$ cat src/rtl/smc_pkg.sv
// Shared types and constants for the substring match counter.
`default_nettype none

package smc_pkg;

  // Configuration register indexes
  localparam int CFG_IDX_W  = 2;
  localparam int CFG_DATA_W = 64;

  localparam logic [CFG_IDX_W-1:0] CFG_PATTERN_LENGTH = 2'd0;
  localparam logic [CFG_IDX_W-1:0] CFG_PATTERN_LOW    = 2'd1;
  localparam logic [CFG_IDX_W-1:0] CFG_PATTERN_HIGH   = 2'd2;

  localparam int PLEN_W   = 5;
  localparam int TEXT_W   = 8;
  localparam int FIELD_W  = 16;
  localparam int RES_W    = 40;

  localparam logic [FIELD_W-1:0] COUNT_MAX = '1;

  // Result beat, lowest bit first: found, first_index, match_count,
  // starts_with_pattern, ends_with_pattern, too_long, zero pad.
  typedef struct packed {
    logic [3:0]         pad;
    logic               too_long;
    logic               ends_with_pattern;
    logic               starts_with_pattern;
    logic [FIELD_W-1:0] match_count;
    logic [FIELD_W-1:0] first_index;
    logic               found;
  } res_t;

endpackage

`default_nettype wire

$ cat src/rtl/substring_match_counter.sv
// Streaming substring search: first index, non-overlapping count, prefix/suffix flags.
`default_nettype none
// Text bytes enter on the s_axis channel, one byte per beat: tdata carries the
// byte, tuser marks whether the byte is real (low marks an empty string), tlast
// marks the last beat of a string. On the last beat one result beat leaves on
// m_axis: found, first occurrence index, greedy non-overlapping count,
// starts-with and ends-with flags, and a too-long flag once the position
// counter saturates.
// The pattern (length plus up to sixteen bytes) is written through the cfg
// channel, which is always ready; write it only while no string is in flight.
// A beat is captured in an input register and processed from there; the result
// of a string is registered in the output register. Throughput: one text beat
// per cycle while no string end waits on a stalled result; the window compare
// for all pattern positions runs in parallel in the single processing stage.
// The output register holds a result until taken; while it is stalled, text
// beats that do not end a string still flow, and a string end waits in the
// input register, which then backpressures s_axis.
// Reset clears all per-string state and the pattern registers (empty pattern).

module substring_match_counter #(
  parameter int PATTERN_MAX = 16,
  parameter int INDEX_BITS  = 16
) (
  input  logic                           clk_i,
  input  logic                           rst_ni,
  input  logic                           s_axis_tvalid_i,
  output logic                           s_axis_tready_o,
  input  logic [smc_pkg::TEXT_W-1:0]     s_axis_tdata_i,   // text_byte
  input  logic                           s_axis_tuser_i,   // byte_present
  input  logic                           s_axis_tlast_i,   // string_end
  output logic                           m_axis_tvalid_o,
  input  logic                           m_axis_tready_i,
  // found, first_index[15:0], match_count[15:0], starts_with_pattern,
  // ends_with_pattern, too_long, zero pad
  output logic [smc_pkg::RES_W-1:0]      m_axis_tdata_o,
  input  logic                           cfg_valid_i,
  output logic                           cfg_ready_o,
  input  logic [smc_pkg::CFG_IDX_W-1:0]  cfg_index_i,
  input  logic [smc_pkg::CFG_DATA_W-1:0] cfg_data_i
);

  import smc_pkg::*;

  localparam int LEN_W     = ($clog2(PATTERN_MAX + 1) > PLEN_W) ?
                             $clog2(PATTERN_MAX + 1) : PLEN_W;
  localparam int IDX_W     = (PATTERN_MAX > 1) ? $clog2(PATTERN_MAX) : 1;
  localparam int PAT_SLOTS = 2 ** IDX_W;

  // Configuration
  logic [PLEN_W-1:0]     plen_q;
  logic [CFG_DATA_W-1:0] pat_lo_q, pat_hi_q;

  // Input register
  logic              s1_valid_q;
  logic [TEXT_W-1:0] s1_byte_q;
  logic              s1_present_q;
  logic              s1_end_q;

  // Per-string state
  logic [TEXT_W-1:0]     win_q [PATTERN_MAX];
  logic [INDEX_BITS-1:0] pos_q, pos_d;
  logic [INDEX_BITS-1:0] first_q, first_d;
  logic                  seen_q, seen_d;
  logic [FIELD_W-1:0]    count_q, count_d;
  logic [IDX_W-1:0]      holdoff_q, holdoff_d;
  logic                  prefix_q, prefix_d;
  logic                  ovf_q, ovf_d;

  // Output register
  logic out_valid_q, out_valid_d;
  res_t res_q, res_d;

  logic out_free, s1_fire, res_load;

  logic [LEN_W-1:0]      len_c;
  logic [TEXT_W-1:0]     pat_c [PAT_SLOTS];
  logic [TEXT_W-1:0]     win_c [PATTERN_MAX];
  logic [PATTERN_MAX-1:0] eq_c;
  logic [INDEX_BITS-1:0] pos_inc, pos_c, start_c;
  logic                  ovf_inc, ovf_c, match_c;

  assign cfg_ready_o = 1'b1;

  always_ff @(posedge clk_i or negedge rst_ni) begin
    if (!rst_ni) begin
      plen_q   <= '0;
      pat_lo_q <= '0;
      pat_hi_q <= '0;
    end else if (cfg_valid_i) begin
      case (cfg_index_i)
        CFG_PATTERN_LENGTH: plen_q   <= cfg_data_i[PLEN_W-1:0];
        CFG_PATTERN_LOW:    pat_lo_q <= cfg_data_i;
        CFG_PATTERN_HIGH:   pat_hi_q <= cfg_data_i;
        default: ;
      endcase
    end
  end

  // Handshake: a string end needs a free output slot to leave the input register
  assign out_free        = !out_valid_q || m_axis_tready_i;
  assign s1_fire         = s1_valid_q && (!s1_end_q || out_free);
  assign s_axis_tready_o = !s1_valid_q || s1_fire;
  assign res_load        = s1_fire && s1_end_q;

  always_ff @(posedge clk_i or negedge rst_ni) begin
    if (!rst_ni) begin
      s1_valid_q <= 1'b0;
    end else if (s_axis_tready_o) begin
      s1_valid_q <= s_axis_tvalid_i;
    end
  end

  always_ff @(posedge clk_i) begin
    if (s_axis_tready_o && s_axis_tvalid_i) begin
      s1_byte_q    <= s_axis_tdata_i;
      s1_present_q <= s_axis_tuser_i;
      s1_end_q     <= s_axis_tlast_i;
    end
  end

  // Active length, clamped to the window size
  always_comb begin
    if (LEN_W'(plen_q) > LEN_W'(PATTERN_MAX)) begin
      len_c = LEN_W'(PATTERN_MAX);
    end else begin
      len_c = LEN_W'(plen_q);
    end
  end

  // Pattern bytes past the two registers read as zero
  for (genvar k = 0; k < PAT_SLOTS; k++) begin : g_pat
    if (k < 8) begin : g_lo
      assign pat_c[k] = pat_lo_q[8*k +: 8];
    end else if (k < 16) begin : g_hi
      assign pat_c[k] = pat_hi_q[8*(k-8) +: 8];
    end else begin : g_zero
      assign pat_c[k] = '0;
    end
  end

  assign pos_inc = (&pos_q) ? pos_q : pos_q + INDEX_BITS'(1);
  assign ovf_inc = ovf_q | (&pos_q);
  assign pos_c   = s1_present_q ? pos_inc : pos_q;
  assign ovf_c   = s1_present_q ? ovf_inc : ovf_q;

  // Window as it stands after this beat; entry 0 is the newest byte
  for (genvar i = 0; i < PATTERN_MAX; i++) begin : g_win
    logic [LEN_W-1:0] pidx;
    if (i == 0) begin : g_new
      assign win_c[i] = s1_present_q ? s1_byte_q : win_q[i];
    end else begin : g_old
      assign win_c[i] = s1_present_q ? win_q[i-1] : win_q[i];
    end
    assign pidx    = len_c - LEN_W'(i) - LEN_W'(1);
    assign eq_c[i] = (LEN_W'(i) >= len_c) || (win_c[i] == pat_c[pidx[IDX_W-1:0]]);
  end

  assign match_c = (len_c != '0) && (ovf_c || (pos_c >= INDEX_BITS'(len_c))) && (&eq_c);
  assign start_c = ovf_c ? '1 : pos_c - INDEX_BITS'(len_c);

  always_comb begin
    pos_d     = pos_q;
    first_d   = first_q;
    seen_d    = seen_q;
    count_d   = count_q;
    holdoff_d = holdoff_q;
    prefix_d  = prefix_q;
    ovf_d     = ovf_q;
    res_d     = res_q;

    if (s1_fire && s1_present_q) begin
      pos_d = pos_inc;
      ovf_d = ovf_inc;
      if (match_c) begin
        if (!seen_q) begin
          seen_d  = 1'b1;
          first_d = start_c;
        end
        if (!ovf_c && (pos_c == INDEX_BITS'(len_c))) begin
          prefix_d = 1'b1;
        end
        if (holdoff_q == '0) begin
          if (count_q != COUNT_MAX) begin
            count_d = count_q + FIELD_W'(1);
          end
          holdoff_d = IDX_W'(len_c - LEN_W'(1));
        end else begin
          holdoff_d = holdoff_q - IDX_W'(1);
        end
      end else if (holdoff_q != '0) begin
        holdoff_d = holdoff_q - IDX_W'(1);
      end
    end

    if (res_load) begin
      res_d.pad      = '0;
      res_d.too_long = ovf_d;
      if (len_c == '0) begin
        res_d.found               = 1'b1;
        res_d.first_index         = '0;
        res_d.match_count         = '0;
        res_d.starts_with_pattern = 1'b1;
        res_d.ends_with_pattern   = 1'b1;
      end else begin
        res_d.found               = seen_d;
        res_d.first_index         = seen_d ? FIELD_W'(first_d) : '0;
        res_d.match_count         = count_d;
        res_d.starts_with_pattern = prefix_d;
        res_d.ends_with_pattern   = match_c;
      end
      // Drop per-string state for the next string
      pos_d     = '0;
      first_d   = '0;
      seen_d    = 1'b0;
      count_d   = '0;
      holdoff_d = '0;
      prefix_d  = 1'b0;
      ovf_d     = 1'b0;
    end
  end

  always_comb begin
    if (res_load) begin
      out_valid_d = 1'b1;
    end else if (m_axis_tready_i) begin
      out_valid_d = 1'b0;
    end else begin
      out_valid_d = out_valid_q;
    end
  end

  always_ff @(posedge clk_i or negedge rst_ni) begin
    if (!rst_ni) begin
      pos_q       <= '0;
      first_q     <= '0;
      seen_q      <= 1'b0;
      count_q     <= '0;
      holdoff_q   <= '0;
      prefix_q    <= 1'b0;
      ovf_q       <= 1'b0;
      out_valid_q <= 1'b0;
    end else begin
      pos_q       <= pos_d;
      first_q     <= first_d;
      seen_q      <= seen_d;
      count_q     <= count_d;
      holdoff_q   <= holdoff_d;
      prefix_q    <= prefix_d;
      ovf_q       <= ovf_d;
      out_valid_q <= out_valid_d;
    end
  end

  // Window taps hold bytes only; stale entries are masked by the position check
  always_ff @(posedge clk_i) begin
    if (s1_fire && s1_present_q) begin
      win_q[0] <= s1_byte_q;
      for (int j = 1; j < PATTERN_MAX; j++) begin
        win_q[j] <= win_q[j-1];
      end
    end
  end

  always_ff @(posedge clk_i) begin
    res_q <= res_d;
  end

  assign m_axis_tvalid_o = out_valid_q;
  assign m_axis_tdata_o  = res_q;

  a_no_index_without_match: assert property (@(posedge clk_i) disable iff (!rst_ni)
    (out_valid_q && !res_q.found) |-> (res_q.first_index == '0))
    else $error("first_index set without a match");

  a_count_implies_found: assert property (@(posedge clk_i) disable iff (!rst_ni)
    (out_valid_q && (res_q.match_count != '0)) |-> res_q.found)
    else $error("nonzero count without a match");

  a_prefix_implies_found: assert property (@(posedge clk_i) disable iff (!rst_ni)
    (out_valid_q && res_q.starts_with_pattern) |-> res_q.found)
    else $error("starts_with set without a match");

  a_end_waits: assert property (@(posedge clk_i) disable iff (!rst_ni)
    (s1_valid_q && s1_end_q && !out_free) |=> (s1_valid_q && s1_end_q))
    else $error("string end lost while result stalled");

endmodule

`default_nettype wire
$ cat config.mk
export PLATFORM = sky130hd
export DESIGN_NAME = substring_match_counter
export DESIGN_NICKNAME = d
export VERILOG_FILES = /design/src/rtl/smc_pkg.sv /design/src/rtl/substring_match_counter.sv
export SDC_FILE = /design/constraint.sdc
export NUM_CORES = 1
export LEC_CHECK = 0
export ABC_AREA = 1
export BUFFER_PORTS_ARGS = -buffer_cell sky130_fd_sc_hd__buf_2
export CAP_MARGIN = 15
export CELL_PAD_IN_SITES_DETAIL_PLACEMENT = 2
export CELL_PAD_IN_SITES_GLOBAL_PLACEMENT = 2
export CORE_MARGIN = 4
export CORE_UTILIZATION = 32
export CTS_CLUSTER_DIAMETER = 80
export CTS_CLUSTER_SIZE = 14
export DETAILED_ROUTE_END_ITERATION = 6
export PLACE_DENSITY = 0.84
export SLEW_MARGIN = 20
export SYNTH_ARGS = -nofsm -noshare
export SYNTH_HDL_FRONTEND = slang
export SYNTH_SLANG_ARGS = --single-unit
$ cat constraint.sdc
create_clock -name clk_i -period 6.1 [get_ports clk_i]
set_clock_uncertainty 0.1 [all_clocks]
set_input_delay 0.61 -clock clk_i [delete_from_list [all_inputs] [get_ports clk_i]]
set_output_delay 0.61 -clock clk_i [all_outputs]
set_load 0.005 [all_outputs]
==> Yosys cells after proc, flatten, opt, wreduce, memory -nomap -nowiden <==
Memories as Yosys holds them, arrays and structs flattened.
Cells that the tools add are included.
{ "op_classes": {"reduce_logical": 46, "bitwise": 18, "n_eq_ne": 20, "order_cmp": 34, "add_sub_neg": 34, "n_mux": 98} }
{ "op_table": {"columns": ["cell", "n"], "rows": [
  ["$bmux W8 S4", 16],
  ["$mux W8", 48],
  ["$mux W16", 14],
  ["$eq A8 B8 Y1", 16],
  ["$ge A5 B5 Y1 const B", 16],
  ["$not A4 Y5", 16],
  ["$sub A4 B1 Y4 const B", 17],
  ["$ge A4 B5 Y1 const A", 8],
  ["$add A16 B1 Y16 const B", 2],
  ["$reduce_and A16 Y1", 2],
  ["$sub A4 B4 Y4 const B", 8],
  ["$ge A3 B5 Y1 const A", 4],
  ["$logic_or A1 B1 Y1", 20],
  ["$mux W4", 5],
  ["$eq A16 B5 Y1", 1],
  ["$ge A16 B5 Y1", 1],
  ["$ne A16 B16 Y1 const B", 1],
  ["$sub A16 B5 Y16", 1],
  ["$sub A4 B3 Y4 const B", 4],
  ["$mux W1", 14],
  ["$ge A1 B5 Y1 const A", 2],
  ["$ge A2 B5 Y1 const A", 2],
  ["$reduce_and A2 Y1", 4],
  ["$sub A4 B2 Y4 const B", 2],
  ["16 further kinds", 26]
]} }
{ "totals": {"ramBits": 128, "elab_cells": 272, "out_inout_bits": 43, "inputBits": 81, "mem_count": 1, "reg_bits": 236} }
{ "memory_table": {"columns": ["name", "depth", "width", "read_ports", "rd_clocked_by_memory_dff", "wr", "line", "source"], "rows": [
  ["win_q", 16, 8, 16, 0, 16, "substring_match_counter.sv:60", "logic [TEXT_W-1:0] win_q [PATTERN_MAX];"]
]} }

==> Depth between registers and ports, before layout <==
{ "depth": {"word_depth": 16, "mapped_depth": 33, "depth_no_buf": 28} }

==> Least setup slack after synthesis <==
No wires, ideal clock.
{ "synth_timing": {"path_type": "reg-to-reg", "startpoint": "register s1_present_q", "endpoint": "register res_q, in the netlist m_axis_tdata_o[10], data pin", "n_path_buf": 4, "arrival_ps": 5641, "path_slack_ps": 203, "setup_ps": 156, "synth_period_minus_slack_ps": 5897, "path_stages_with_launch": 9, "required_ps": 5844, "path_cell_list": "edfxtp_1 buf_2 buf_2 clkbuf_1 nand3_1 clkinv_1 clkbuf_1 nand2_1 a21oi_1"} }
{ "synth_between": {"elab_chain_cells": 9, "elab_cells_between_ends": 65, "classes_between": "add/sub (1); order compare (1); eq/ne (16); mux (24); bitwise (1); reduce/logical (22)"} }
{ "synth_rtl": {"columns": ["element", "line", "source"], "rows": [
  ["from (decl)", "substring_match_counter.sv:56", "logic s1_present_q;"],
  ["from (signal assigned)", "substring_match_counter.sv:116", "s1_present_q <= s_axis_tuser_i;"],
  ["$mux W16 (tied with other cells)", "substring_match_counter.sv:143", "assign pos_c = s1_present_q ? pos_inc : pos_q;"],
  ["$ge A16 B5 Y1 or $eq A8 B8 Y1 (tied branches)", "substring_match_counter.sv:158, substring_match_counter.sv:155", null],
  ["$logic_or A1 B1 Y1, on equally long branches", "substring_match_counter.sv:158, substring_match_counter.sv:155", null],
  ["$logic_and A1 B1 Y1 or $reduce_and A16 Y1 (tied branches)", "substring_match_counter.sv:158", "assign match_c = (len_c != '0) && (ovf_c || (pos_c >= INDEX_BITS'(len_c))) && (&eq_c);"],
  ["$logic_and A1 B1 Y1", "substring_match_counter.sv:158", null],
  ["$mux W1", "substring_match_counter.sv:174", "if (match_c) begin"],
  ["$mux W1", "substring_match_counter.sv:171", "if (s1_fire && s1_present_q) begin"],
  ["$not A1 Y1 (no line)", null, null],
  ["$reduce_or A2 Y1 (no line)", null, null],
  ["to (signal assigned)", "substring_match_counter.sv:265", "res_q <= res_d;"],
  ["to (decl)", "substring_match_counter.sv:71", "res_t res_q, res_d;"]
]} }
Parallel ways exist; a longest one is shown, timed or not.
A chain may end at the register's enable or synchronous reset.

==> Worst setup path after layout <==
{ "layout_timing": {"startpoint": "register plen_q[4]", "endpoint": "register res_q, in the netlist m_axis_tdata_o[28], data pin"} }
{ "layout_between": {"elab_chain_cells": 14, "elab_cells_between_ends": 153, "classes_between": "add/sub (30); order compare (18); eq/ne (16); mux (51); bitwise (16); reduce/logical (22)"} }
{ "layout_rtl": {"columns": ["element", "line", "source"], "rows": [
  ["from (decl)", "substring_match_counter.sv:50", "logic [PLEN_W-1:0] plen_q;"],
  ["from (signal assigned)", "substring_match_counter.sv:91", "CFG_PATTERN_LENGTH: plen_q <= cfg_data_i[PLEN_W-1:0];"],
  ["$gt A5 B5 Y1", "substring_match_counter.sv:123", "if (LEN_W'(plen_q) > LEN_W'(PATTERN_MAX)) begin"],
  ["$mux W5 *", "substring_match_counter.sv:123", null],
  ["$sub A4 B1 Y4 (tied with other cells)", "substring_match_counter.sv:154", "assign pidx = len_c - LEN_W'(i) - LEN_W'(1);"],
  ["$sub A4 B1 Y4", "substring_match_counter.sv:154", null],
  ["$not A4 Y5 (not written as such)", "substring_match_counter.sv:155", "assign eq_c[i] = (LEN_W'(i) >= len_c) || (win_c[i] == pat_c[pidx[IDX_W-1:0]]);"],
  ["$bmux W8 S4", "substring_match_counter.sv:155", null],
  ["$mux W8 (not written as such) (2 in series)", "substring_match_counter.sv:155", null],
  ["$eq A8 B8 Y1", "substring_match_counter.sv:155", null],
  ["$logic_or A1 B1 Y1", "substring_match_counter.sv:155", null],
  ["$reduce_and A16 Y1", "substring_match_counter.sv:158", null],
  ["$logic_and A1 B1 Y1", "substring_match_counter.sv:158", null],
  ["$mux W16", "substring_match_counter.sv:174", null],
  ["$mux W16", "substring_match_counter.sv:171", null]
]} }
Every way passes the cells marked *; elsewhere a longest branch is shown, timed or not. The select of a mux whose other input is x is not followed.

==> out/qor.yml <==
status: "finished, violations left"
violations: "hold timing"
setup_violations: 0
yosys_most_used_dff: "dfrtp_1"
cts_tree: "yes"
coreArea_sq_um: 82600
fmax_mhz: 189
grt_pass1_vias: 31300
worst_ep_arrival_time_ns: 5.49
r2r_cells: 24
cts_inserted_buffers: 37
vias: 29300
hold_viol: 7
holdBufCountCts: 0
slew_violations: 0
via_per_inst: 5.70
avgSynthCellArea_sq_um: 6.63
finalCoreUtilization_pct: 35.6
post_drt_wl_per_cell_um: 25.0
critPathKind: "reg2reg"
grt_start_max_net_pins: 129
antenna_found_initial: 1
clk_latency_ns: 0.59
finalCriticalPeriod_ns: 5.28
wl_met1_um: 53500
fin_crit_sh_pct: 86.6
setup_tns_ns: 0
synth_edf_count: 174
grt_overflow: 0
p_leak_nw: 14.4
endpoint_kind: "register"
cts_resized: 0
grt_pass1_wl_um: 193000
drc: 0
portBuffers: 118
synth_top_area_share_pct: 22.6
synth.area.top_cells: "nand2_1 23%, edfxtp_1 19%, dfrtp_1 18%, nand3_1 15%, o21ai_0 5.0%"
synth-seq-cells: 364
die_area_sq_um: 88600
route.met2.wl_um: 59900
topRoutingLayerUsed: "met4"
cts.clk_slew.worst_paths_ns: 0.07
final_antenna_net_count: 0
cts_max_level: 2
synthCells: 4049
worstReg2RegStart: "plen_q[4]$_DFFE_PN0P_"
maxSlewHeadroom_pct: 37.1
synth_seq_area_share_pct: 37.2
rows: 105
p_per_area_nw_per_um2: 358
vdd_drop_max_mv: 0.243
post_cts_buffers: 0
crit_path_start_kind: "register"
r2r_slack_ns: 0.82
fin_nets: 4137
whs_ns: -0.00847
tightest_slew_ns: 0.933
syn-cell-area_sq_um: 26800
initial_core_util_pct: 32.5
synth_top_cell_by_area: "nand2_1"
reg2reg_to: "m_axis_tdata_o[28]$_SDFFCE_PN0P_"
syn_to_final_growth_pct: 9.59
wl_met3_um: 7330
ios: 124
setup_ws_ns: 0.817
gr-usage-all-layers_pct: 28.2
place_congestion: 0.975
place_ws_ns: 0.926
hpwl_um: 97900
yosysWarnings: 0
hold_class: "in2async"
drive_gt1_share_pct: 7.84
cts_num_sinks: 364
critPathRequiredTime_ns: 6.31
grt_setup_unrepaired: "false"
path_max_fanout: 65
cts-root-buf: "clkbuf_16"
async_flop_share_pct: 52.2
clk_path_buf_depth: 3
drt_wl_total_um: 128000
die_h_um: 298
first_pass_iters: 5
die_x_um: 298
cap_violations: 0
post_synth_num_cell_types: 42
drt_iter0_drc: 2123
-- power breakdown --
| part | total [mW] | internal, mW | switching, mW |
|---|---|---|---|
| registers | 3.11 | 2.81 | 0.296 |
| clock network | 2.35 | 1.24 | 1.11 |
| logic | 5.07 | 1.36 | 3.72 |
-- layout by cell type, fill, tap and decap left out, types with 5 or more instances in the layout --
| cell | count |
|---|---|
| o21ai_1 | 7 |
| nor3_1 | 15 |
| nor2_1 | 102 |
| dfrtp_1 | 189 |
| conb_1 | 5 |
| nand3b_1 | 78 |
| nand2_4 | 5 |
| buf_4 | 39 |
| a21o_1 | 5 |
| clkbuf_16 | 40 |
| or2_2 | 56 |
| nand4_1 | 10 |
| a21oi_1 | 79 |
| inv_2 | 13 |
| ha_1 | 11 |
| nand3_1 | 805 |
| inv_6 | 5 |
| nor2_4 | 7 |
| nand2_2 | 6 |
| o21ai_0 | 268 |
| buf_2 | 117 |
| edfxtp_1 | 174 |
| mux2i_1 | 73 |
| inv_1 | 270 |
| clkbuf_1 | 9 |
| nand2_1 | 1617 |
| xor2_1 | 19 |
-- cell usage after synthesis (56+ instances only) --
cell type and count:
buf_2 85, dfrtp_1 190, nand3b_1 78, nand3_1 807, edfxtp_1 174, o21ai_0 268
nor2_1 104, clkbuf_1 83, or2_2 56, a21oi_1 79, inv_1 270, mux2i_1 73
nand2_1 1617
-- registers in the layout, summed over array words and instances (netlist names), 5 cells and up --
name / flops
win_q: 128
pat_hi_q: 64
pat_lo_q: 64
m_axis_tdata_o: 36
count_q: 16
first_q: 16
pos_q: 16
s1_byte_q: 8
plen_q: 5
-- worst max-delay path: stages (launching register included) --
cell	delay [ns]
dfrtp_1	0.68
inv_6	0.15
nand2_4	0.17
buf_4	0.70
nand2_1	0.11
nand2_1	0.11
buf_4	0.39
nand3_1	0.19
nand3_1	0.15
nand3b_1	0.11
nand2_1	0.08
nand2_1	0.07
nor2_1	0.37
nand2_1	0.11
nand2_1	0.15
nand2_1	0.08
nor2_1	0.09
nand2_1	0.10
nor2_4	0.11
nand2_2	0.25
buf_4	0.35
nand2_1	0.09
nand2_1	0.05
nand2_1	0.09
a21oi_1	0.08
-- worst max-delay path by stage --
| stage | start | cells past startpoint | to |
|---|---|---|---|
| global route | plen_q[4]$_DFFE_PN0P_ | 26 | m_axis_tdata_o[19]$_SDFFCE_PN0P_ |
| CTS | plen_q[4]$_DFFE_PN0P_ | 24 | m_axis_tdata_o[22]$_SDFFCE_PN0P_ |
| floorplan | s1_present_q$_DFFE_PP_ | 8 | m_axis_tdata_o[10]$_SDFFCE_PP0P_ |
| finish | plen_q[4]$_DFFE_PN0P_ | 24 | m_axis_tdata_o[28]$_SDFFCE_PN0P_ |
| detailed placement | plen_q[4]$_DFFE_PN0P_ | 24 | m_axis_tdata_o[22]$_SDFFCE_PN0P_ |
| global placement | plen_q[4]$_DFFE_PN0P_ | 24 | m_axis_tdata_o[17]$_SDFFCE_PN0P_ |
-- layout make-up --
cell class                      instances  area (sq um)
Fill cell                           10000         53200
Multi-Input combinational cell       3194         14800
Sequential cell                       364          9980
Tap cell                             1070          1340
Inverter                              285          1080
Clock buffer                           51          1060
Timing Repair Buffer                  162           983
Clock inverter                         12           134
Antenna cell                            1          2.50
-- cells by family (layout without fill, tap and decap cells) --
family,count (synthesis),count (layout),share of synthesized area (%)
compound gates,371,371,7.13
xor+xnor,22,22,0.718
fa+ha+maj,12,12,0.587
buf+inv,494,510,7.76
flops,364,364,37.2
mux,73,73,2.72
other cells,2,6,0.0280
simple gates,2711,2711,43.9
-- metrics by stage --
stage / instance area, sq um / instances / hold WS [ns] / total power, mW
4_1_cts: 29400 / 5138 / 0.00488 / 10.5
3_5_place_dp: 28200 / 5075 / 0.360 / 8.09
2_1_floorplan: 26900 / 4052 / 0.214 / 6.29
3_3_place_gp: 28200 / 5075 / 0.349 / 7.86
5_1_grt: 29400 / 5138 / 0.0550 / 11.2
6_report: 29400 / 5139 / -0.00847 / 10.5
-- routing by layer --
metal	vias up	GRT usage (%)
met5	-	0
met4	0	14.6
met1	14900	34.5
met2	817	47.8
met3	294	4.90
li1	13300	-
(Power assumes the default switching activity.)
